File: config.mk
export PLATFORM = sky130hd
export DESIGN_NAME = sgvf_queue
export DESIGN_NICKNAME = d
export VERILOG_FILES = /design/src/hdl/sgvf_pkg.sv /design/src/hdl/sgvf_queue.sv
export SDC_FILE = /design/constraint.sdc
export NUM_CORES = 1
export LEC_CHECK = 0
export BUFFER_PORTS_ARGS = -buffer_cell sky130_fd_sc_hd__buf_4
export CAP_MARGIN = 10
export CORE_AREA = 5 5 125 127
export CTS_CLUSTER_SIZE = 8
export DETAILED_ROUTE_END_ITERATION = 10
export DIE_AREA = 0 0 130 132
export PLACE_DENSITY = 0.58
export SLEW_MARGIN = 20
export SYNTH_ARGS = -nofsm -noshare
export SYNTH_HDL_FRONTEND = slang
export SYNTH_SLANG_ARGS = --single-unit
File: constraint.sdc
create_clock -name clk -period 2.9 [get_ports clk]
set_input_delay 0.29 -clock clk [delete_from_list [all_inputs] [get_ports clk]]
set_output_delay 0.29 -clock clk [all_outputs]
set_load 0.02 [all_outputs]
File: src/hdl/sgvf_pkg.sv
package sgvf_pkg;

	localparam int CoordW = 24;
	localparam int DiffW  = CoordW + 1;
	localparam int HalfW  = 23;
	localparam int GainW  = 16;
	localparam int DirW   = 16;
	localparam int ErrW   = 24;

	localparam int QueueDepthDef = 4;

	localparam logic signed [ErrW-1:0] ErrMax     = 24'sh7FFFFF;
	localparam logic [HalfW-1:0]       HalfSideRst = 23'd25600;
	localparam logic [GainW-1:0]       GainRst     = 16'd256;
	localparam logic signed [1:0]      SignPos     = 2'sd1;
	localparam logic signed [1:0]      SignNeg     = -2'sd1;
	localparam logic signed [1:0]      SignZero    = 2'sd0;
	localparam logic signed [1:0]      SignUnused  = -2'sd2;

	typedef enum logic [2:0] {
		REG_CENTRE_X  = 3'd0,
		REG_CENTRE_Y  = 3'd1,
		REG_HALF_SIDE = 3'd2,
		REG_DIRECTION = 3'd3,
		REG_GAIN      = 3'd4
	} sgvf_reg_t;

	typedef struct packed {
		logic signed [CoordW-1:0] centre_x;
		logic signed [CoordW-1:0] centre_y;
		logic [HalfW-1:0]         half_side;
		logic signed [1:0]        direction;
		logic [GainW-1:0]         gain;
	} sgvf_cfg_t;

	// One classified item: saturated error and the normal's signs.
	typedef struct packed {
		logic signed [ErrW-1:0] e;
		logic signed [1:0]      nx;
		logic signed [1:0]      ny;
	} sgvf_item_t;

endpackage

File: src/hdl/sgvf_queue.sv
module sgvf_queue #(
	parameter int DEPTH = sgvf_pkg::QueueDepthDef
) (
	input  logic                 clk,
	input  logic                 arst_n,
	input  logic                 push,
	input  sgvf_pkg::sgvf_item_t wdata,
	output logic                 full,
	input  logic                 pop,
	output sgvf_pkg::sgvf_item_t rdata,
	output logic                 empty
);
	import sgvf_pkg::*;

	localparam int PtrW = (DEPTH > 1) ? $clog2(DEPTH) : 1;
	localparam int CntW = $clog2(DEPTH + 1);

	sgvf_item_t mem_q [DEPTH];
	logic [PtrW-1:0] wptr_q, rptr_q;
	logic [CntW-1:0] count_q;
	logic do_push, do_pop;

	assign full    = (count_q == CntW'(DEPTH));
	assign empty   = (count_q == '0);
	assign do_push = push && !full;
	assign do_pop  = pop && !empty;
	assign rdata   = mem_q[rptr_q];

	always_ff @(posedge clk or negedge arst_n) begin
		if (!arst_n) begin
			wptr_q  <= '0;
			rptr_q  <= '0;
			count_q <= '0;
		end else begin
			if (do_push)
				wptr_q <= (wptr_q == PtrW'(DEPTH - 1)) ? '0 : wptr_q + 1'b1;
			if (do_pop)
				rptr_q <= (rptr_q == PtrW'(DEPTH - 1)) ? '0 : rptr_q + 1'b1;
			if (do_push && !do_pop)
				count_q <= count_q + 1'b1;
			else if (do_pop && !do_push)
				count_q <= count_q - 1'b1;
		end
	end

	always_ff @(posedge clk) begin
		if (do_push)
			mem_q[wptr_q] <= wdata;
	end

endmodule

==> qor.yml <==
place_hpwl_um: 4900
clkSinkCount: 119
cts.htree.levels: 4
rrSetupSlack_ns: 0.79
cts.clk_slew.worst_paths_ns: 0.05
cap_violations: 0
synth_cells: 183
die_area_um2: 17200
r2r_cells: 7
wirelength_um: 8070
period_minus_slack_ns: 2.35
core_area_um2: 14300
avgSynthCellArea_um2: 24.5
io_pins: 62
maxSlewViolCount: 0
die_y_um: 132
top_layer: "met4"
ys_seq_area_frac: 0.789
rsz0062_at_grt: "false"
vias: 2064
setup_viol: 0
cts_buffer_depth: 2
timing.final.hold_violations: 0
grt_remaining_overflow: 0
worst-path-buf-inv: 2
max_stage_delay_ns: 0.65
cts_tree: "yes"
syn_to_final_growth_pct: 28.0
crit_path_start_kind: "flop"
criticalPathCategory: "reg -> out"
wirelength_met1_um: 3260
wire_per_inst_um: 17.7
post_cts_buffers: 0
finalNetCount: 299
path_delay_family: "flip-flops"
synth_top_area_frac: 0.750
grt_pass1_vias: 2361
io_buffers: 61
first_pass_iters: 4
power_w: 0.00633
synth_area_leaders: "edfxtp_1, mux4_2, dfrtp_1, ha_1, mux2_4"
syn_area_um2: 4480
tightest_slew_ns: 0.823
place_ws_ns: 0.784
grt_start_max_net_pins: 31
hp-start: "wdata[5]"
place.gp.congestion: 0.665
worst-path-stages: 3
synth-warning-count: 0
crit_slowest_cell: "dfrtp_2"
rows: 44
ir_drop_mv: 0.592
skew_ns: 0.00794
die_w_um: 130
postCtsHoldBufs: 1
r2r_start: "count_q[0]"
clock_latency_ns: 0.40
cts_resized: 0
viasPerCell: 4.52
endpoint: "rdata[3]"
cp-end-kind: "output port"
route.detailed.drc: 0
p_leak_nw: 2.01
ant_nets: 0
crit_fanout: 18
cp-startpoint: "rptr_q[0]"
crit_required_ns: 2.61
yosysMostFrequentCell: "edfxtp_1"
fin_tns_setup_ns: 0
outcome: "finished clean"
max_freq_mhz: 426
fin_ws_ns: 0.554
wl_met3_um: 432
worstHoldPathType: "in -> reg"
initial_core_util: 0.313
wl_met2_um: 4240
antenna_found_initial: 0
synth_nets: 222
drive_above_1_share: 0.469
yosys_most_used_dff: "edfxtp_1"
grt_pass1_wl_um: 12800
ys_seq_elements: 119
drt_iter0_markers: 89
cts_made_buffers: 17
synthArstFlopShare: 0.0588
whs_ns: 0.0847
path_cells: "buf_12 -> mux4_2 -> buf_4"
synth_edf_count: 112
root_buffer: "clkbuf_16"
nFillCells: 1289
cp.arrival_ns: 2.06
synth_area_leader_cell: "edfxtp_1"
synth_cell_types: 21
crit-reg2reg-capture: "count_q[2]"
cellPowerDensity_nw_per_um2: 1100
slew_headroom: 0.451
ys_top_cells_by_count: "edfxtp_1, mux4_2, dfrtp_1"
grt_usage: 0.102
n_antenna_cell: 0
post-route-period-util: 0.809
[kinds of logic (layout without fill, tap and decap cells)]
family,Yosys count,count (layout),share of synthesized area
compound gates,2,2,0.00446
xor+xnor,3,3,0.00586
fa+ha+maj,7,7,0.0212
buf+inv,9,99,0.0100
flops,119,119,0.789
mux,32,32,0.152
simple gates,11,11,0.0170
[worst reg2reg max path: stages (launching register included)]
cell and delay, ns:
dfrtp_1 0.47, o31ai_2 0.41, ha_1 0.26, inv_1 0.07
fa_1 0.38, xor2_1 0.18, nor2_1 0.11, xor2_1 0.16
[area by class of cell]
cell class              instances  area (um2)  area share
multi-input cells              55         912       0.159
repair buffers                 64         495      0.0863
clock inverters                11         108      0.0188
flip-flops and latches        119        3540       0.617
inverters                       3        11.3     0.00196
clock buffers                  21         440      0.0768
well taps                     184         230      0.0401
[sequential cells by signal, indices dropped and copies added, names as in the netlist]
register and cells:
count_q 3, mem_q 112, rptr_q 2, wptr_q 2
[worst min path at each step]
stage	end	slack [ns]	cells past startpoint
2_1_floorplan	count_q[0]	-0.006	0
3_3_place_gp	count_q[0]	0.11	1
3_5_place_dp	count_q[0]	0.11	1
4_1_cts	mem_q[2][6]	0.06	1
5_1_grt	mem_q[0][27]	0.06	1
6_report	mem_q[0][5]	0.08	1
[power by group]
group          switching [W]  internal (W)  leakage, nW
combinational       0.000945      0.000917        0.634
sequential          0.000258       0.00229         1.11
clock               0.000673       0.00125        0.265
[routing by layer]
| layer | up-vias | track usage |
|---|---|---|
| li1 | 920 | - |
| met1 | 1078 | 0.117 |
| met2 | 53 | 0.164 |
| met3 | 13 | 0.0466 |
| met4 | 0 | 0.0416 |
| met5 | - | 0 |
[cell usage in the layout (no fill, tap or decap), types with 3 or more instances in the layout]
master     instances
clkbuf_16         17
inv_1              3
buf_4             62
and2_2             3
clkbuf_1           4
ha_1               6
dfrtp_1            5
clkinv_2           5
edfxtp_1         112
mux4_2            28
[through the flow]
stage	instances	instance area, um2	utilization
CTS	457	5740	0.401
finish	457	5740	0.401
floorplan	183	4480	-
detailed placement	424	5180	0.362
global placement	424	5180	0.362
global route	457	5740	0.401
No activity file was read; power rests on OpenSTA's default activity.
