### src/hdl/sgvf_pkg.sv
package sgvf_pkg;

	localparam int CoordW = 24;
	localparam int DiffW  = CoordW + 1;
	localparam int HalfW  = 23;
	localparam int GainW  = 16;
	localparam int DirW   = 16;
	localparam int ErrW   = 24;

	localparam int QueueDepthDef = 4;

	localparam logic signed [ErrW-1:0] ErrMax     = 24'sh7FFFFF;
	localparam logic [HalfW-1:0]       HalfSideRst = 23'd25600;
	localparam logic [GainW-1:0]       GainRst     = 16'd256;
	localparam logic signed [1:0]      SignPos     = 2'sd1;
	localparam logic signed [1:0]      SignNeg     = -2'sd1;
	localparam logic signed [1:0]      SignZero    = 2'sd0;
	localparam logic signed [1:0]      SignUnused  = -2'sd2;

	typedef enum logic [2:0] {
		REG_CENTRE_X  = 3'd0,
		REG_CENTRE_Y  = 3'd1,
		REG_HALF_SIDE = 3'd2,
		REG_DIRECTION = 3'd3,
		REG_GAIN      = 3'd4
	} sgvf_reg_t;

	typedef struct packed {
		logic signed [CoordW-1:0] centre_x;
		logic signed [CoordW-1:0] centre_y;
		logic [HalfW-1:0]         half_side;
		logic signed [1:0]        direction;
		logic [GainW-1:0]         gain;
	} sgvf_cfg_t;

	// One classified item: saturated error and the normal's signs.
	typedef struct packed {
		logic signed [ErrW-1:0] e;
		logic signed [1:0]      nx;
		logic signed [1:0]      ny;
	} sgvf_item_t;

endpackage

### src/hdl/sgvf_front.sv
module sgvf_front (
	input  logic                              clk,
	input  logic                              arst_n,
	input  logic                              in_valid,
	output logic                              in_ready,
	input  logic signed [sgvf_pkg::CoordW-1:0] point_x,
	input  logic signed [sgvf_pkg::CoordW-1:0] point_y,
	input  sgvf_pkg::sgvf_cfg_t               cfg,
	output logic                              item_valid,
	input  logic                              item_ready,
	output sgvf_pkg::sgvf_item_t              item
);
	import sgvf_pkg::*;

	logic adv;
	logic v_s1, v_s2, v_s3;
	logic signed [DiffW-1:0] dx_s1, dy_s1;
	logic [DiffW-1:0] adx_s2, ady_s2;
	logic g1_s2, g2_s2;
	sgvf_item_t item_s3;

	logic [DiffW-1:0] amax;
	logic signed [DiffW:0] e_full;
	sgvf_item_t item_d;

	assign adv        = !v_s3 || item_ready;
	assign in_ready   = adv;
	assign item_valid = v_s3;
	assign item       = item_s3;

	always_comb begin
		amax   = (adx_s2 > ady_s2) ? adx_s2 : ady_s2;
		e_full = $signed({1'b0, amax}) - $signed({3'b000, cfg.half_side});
		item_d.e = (e_full > $signed({{(DiffW+1-ErrW){1'b0}}, ErrMax})) ? ErrMax
			: e_full[ErrW-1:0];
		if (adx_s2 > ady_s2) begin
			item_d.nx = g1_s2 ? SignPos : SignNeg;
			item_d.ny = SignZero;
		end else if (ady_s2 > adx_s2) begin
			item_d.nx = SignZero;
			item_d.ny = g2_s2 ? SignPos : SignNeg;
		end else begin
			item_d.nx = g1_s2 ? SignPos : SignNeg;
			item_d.ny = g2_s2 ? SignPos : SignNeg;
		end
	end

	always_ff @(posedge clk or negedge arst_n) begin
		if (!arst_n) begin
			v_s1 <= 1'b0;
			v_s2 <= 1'b0;
			v_s3 <= 1'b0;
		end else if (adv) begin
			v_s1 <= in_valid;
			v_s2 <= v_s1;
			v_s3 <= v_s2;
		end
	end

	always_ff @(posedge clk) begin
		if (adv) begin
			dx_s1   <= $signed({point_x[CoordW-1], point_x})
				- $signed({cfg.centre_x[CoordW-1], cfg.centre_x});
			dy_s1   <= $signed({point_y[CoordW-1], point_y})
				- $signed({cfg.centre_y[CoordW-1], cfg.centre_y});
			adx_s2  <= dx_s1[DiffW-1] ? DiffW'(-dx_s1) : DiffW'(dx_s1);
			ady_s2  <= dy_s1[DiffW-1] ? DiffW'(-dy_s1) : DiffW'(dy_s1);
			g1_s2   <= !dx_s1[DiffW-1];
			g2_s2   <= !dy_s1[DiffW-1];
			item_s3 <= item_d;
		end
	end

endmodule

### config.mk
export PLATFORM = sky130hd
export DESIGN_NAME = sgvf_front
export DESIGN_NICKNAME = d
export VERILOG_FILES = /design/src/hdl/sgvf_pkg.sv /design/src/hdl/sgvf_front.sv
export SDC_FILE = /design/constraint.sdc
export NUM_CORES = 1
export LEC_CHECK = 0
export BUFFER_PORTS_ARGS = -buffer_cell sky130_fd_sc_hd__buf_2
export CAP_MARGIN = 0
export CORE_ASPECT_RATIO = 0.7
export CORE_MARGIN = 2
export CORE_UTILIZATION = 62
export DETAILED_ROUTE_END_ITERATION = 8
export HOLD_SLACK_MARGIN = 0.12
export MAX_ROUTING_LAYER = met4
export PLACE_DENSITY = 0.91
export SYNTH_ARGS = -nofsm -noshare
export SYNTH_HDL_FRONTEND = slang
export SYNTH_SLANG_ARGS = --single-unit
export TNS_END_PERCENT = 100
### constraint.sdc
create_clock -name clk -period 7.6 [get_ports clk]
set_input_delay 0.38 -clock clk [delete_from_list [all_inputs] [get_ports clk]]
set_output_delay 0.38 -clock clk [all_outputs]
set_load 0.05 [all_outputs]
==> reports/metrics.cfg <==
[power]
power.share.switching_pct=41.2
internal_power_mw=2.55
leakagePower_nw=5.01
pwr-share-seq_pct=31.3
powerDensity_nw_per_um2=390
ir_drop_mv=0.243
p_comb_share_pct=47.1
p_clk_share_pct=21.7
switchingPower_mw=1.78

[clock_network]
clock_latency_ns=0.43
cts-root-buf=clkbuf_16
cts_tree=done
cts.sinks=133
cts_buffers=17
ctsHtreeMaxLevel=4
clockBufferDepth=2
cts.clk_slew.worst_paths_ns=0.06
post-cts-setup-buffers=0

[placement]
post-dp-hpwl_mm=15.2
place_inst=1289
portBuffers=152
place_congestion=0.928

[worst_setup_path]
critPathLaunchType=flip-flop
crit_path_end_kind=flip-flop
critPathRequiredTime_ns=7.86
cp_max_fo=23
slowest_delay_ns=0.66
slowest_stage=o41ai_1
r2r_cells=19
timing.rr.end=item[24]
rr_startpoint=ady_s2[2]
crit_chain=ha_1 -> a21o_1 -> a21o_1 -> a211oi_1 -> o21a_1 -> o211ai_1 -> buf_4 -> o21ai_0 -> ha_1 -> nor2b_1 -> o31a_1 -> o41ai_1 -> o31ai_1 -> a21oi_1 -> nor2b_1 -> nand4bb_1 -> o221ai_1 -> buf_4 -> o21ai_0
reg2reg_slack_ns=2.39
crit_arrival_ns=5.47
critical_path_class=reg2reg

[sta]
setup_viol=0
slew_headroom_pct=25.0
rsz0062_at_grt=no
finClkSkew_ns=0.0116
fin_crit_ns=5.21
timing.fmax_mhz=192
drv_slew=0
tightest_slew_ns=1.13
min_period_over_period_pct=68.6
fin_tns_setup_ns=0
hold_violations=0

[synthesis]
ys_warn_count=0
syn_area_per_cell_sq_um=9.94
ys_async_sr_fraction_pct=2.26
synth_edf_count=130
synth_commonest_cells=130 x edfxtp_1, 123 x inv_1, 98 x ha_1
synth_cells=950
synth.most_common_cell=edfxtp_1
seq_area_frac_synth_pct=42.1
synth_top_area_cell=edfxtp_1
synth_flop_cell=edfxtp_1
yosysTopAreaCellShare_pct=41.3
syn-cell-area_sq_um=9440
synth_cell_types=61
ys_ff_latch=133
yosys-top-cells-area=edfxtp_1 41%, ha_1 13%, xnor2_1 7.4%
synth_nets=1192

[drt]
drc=0
dr.first_iter.drc_count=730
ant_nets=0
firstDrtPassIters=5
drt_wl_total_mm=20.9
wl_per_cell_um=15.8
vias_per_cell=5.76
num_vias=7614

[grt]
overflow=0
antenna_found_initial=0
grt_pass1_wl_mm=34.2
grt_use_total_pct=27.7
grt_max_degree=89
grt_pass1_vias=7132

[worst_hold_path]
hp-start=in_valid
hold-path-endpoint=v_s1
hold_path_depth=2
hold_path_class=in2reg

[cells_and_area]
stdcell_count=1322
layout-drive-gt1-share_pct=18.4
num-fill-cells=934
multi_input_area_sq_um=4960
antenna-diode-count=0
nets=1356
seq_area_sq_um=3980
final_util_pct=75.2
area_growth_pct=17.7

[die]
core_area_sq_um=14800
rows=37
dieArea_sq_um=16200
die_h_um=107
start_util_pct=63.9
ios=171
die_w_um=151

[status]
status=finished clean

[run]
cap_violations=0

## metrics by stage
stage	power, mW	hold slack [ns]	cell area, sq um	worst slack [ns]
6_report	4.33	0.176	11100	2.39
5_1_grt	4.61	0.170	11100	2.17
4_1_cts	4.30	0.165	11100	2.47
2_1_floorplan	2.87	0.0844	9440	2.90
3_3_place_gp	3.23	0.179	10400	2.83
3_5_place_dp	3.33	0.178	10400	2.59
## worst max-delay path, delay by kind of cell (launching register included)
family	cells	cell delay, ns
simple gates	3	0.54
fa+ha+maj	2	0.63
compound gates	12	2.98
flops	1	0.44
buf+inv	2	0.45
## power groups by stage
| stage | Clock, mW | Combinational [mW] | Sequential (mW) |
|---|---|---|---|
| after detailed placement | 0 | 1.97 | 1.36 |
| after CTS | 0.943 | 2.01 | 1.35 |
| final | 0.940 | 2.04 | 1.35 |
| after global routing | 0.976 | 2.25 | 1.38 |
| after floorplan | 0 | 1.30 | 1.57 |
| after global placement | 0 | 1.88 | 1.34 |
## registers in the layout, summed over array words and instances, names as in the netlist
register and flops:
ady_s2 25, adx_s2 25, g1_s2 1, item 28, dy_s1 25, item_valid 1
dx_s1 25, g2_s2 1, v_s2 1, v_s1 1
## worst max path at each step
stage                    start  slack, ns       end  depth (start not counted)
floorplan           item_valid       2.90      v_s1                          2
global placement    ady_s2[24]       2.83  item[13]                         20
detailed placement   ady_s2[2]       2.59  item[24]                         18
CTS                  ady_s2[2]       2.47  item[24]                         19
global route         ady_s2[2]       2.17  item[24]                         18
finish               ady_s2[2]       2.39  item[24]                         19
## layout by cell type (no fill, tap or decap), types with 5 or more instances in the layout
| master | n |
|---|---|
| a31oi_1 | 5 |
| o21a_1 | 23 |
| nand4_1 | 7 |
| nor4_1 | 8 |
| nor2b_1 | 12 |
| o21ai_0 | 72 |
| clkbuf_16 | 17 |
| nand2_1 | 80 |
| a21oi_1 | 60 |
| o211ai_1 | 5 |
| ha_1 | 98 |
| or4_1 | 5 |
| xnor2_1 | 80 |
| buf_2 | 152 |
| nand2b_1 | 11 |
| bufinv_16 | 5 |
| a211oi_1 | 6 |
| o21bai_1 | 6 |
| edfxtp_1 | 130 |
| nor3_1 | 12 |
| inv_1 | 123 |
| o41ai_1 | 8 |
| o31a_1 | 8 |
| nor2_1 | 48 |
| o31ai_1 | 16 |
| xor2_1 | 14 |
| nand3_1 | 10 |
| a21o_1 | 30 |
## cells by family after synthesis
kind of cell / Yosys count / share of synthesized area, %
compound gates: 265 / 18.4
xor+xnor: 94 / 8.72
fa+ha+maj: 101 / 13.6
buf+inv: 136 / 5.43
flops: 133 / 42.1
mux: 5 / 0.557
simple gates: 216 / 11.1
## metal layers
| metal | track usage (%) | wire (um) | vias to the layer above |
|---|---|---|---|
| met5 | - | 0 | - |
| li1 | - | - | 3757 |
| met3 | 5.28 | 1740 | 32 |
| met4 | 6.88 | 282 | 0 |
| met1 | 38.6 | 9390 | 3460 |
| met2 | 42.2 | 9450 | 365 |
## area by class of cell
type | count | area share, %
Multi-Input combinational cell | 681 | 44.6
Sequential cell | 133 | 35.8
Timing Repair Buffer | 157 | 7.21
Inverter | 124 | 4.19
Clock buffer | 19 | 3.99
Tap cell | 195 | 2.20
Clock inverter | 13 | 1.99
## repair_timing
action | in CTS | in global routing
hold endpoints to repair | 3 | 0
gates resized for setup | 0 | 0
hold buffers | 1 | 0
Power figures use the tool's default switching activity.
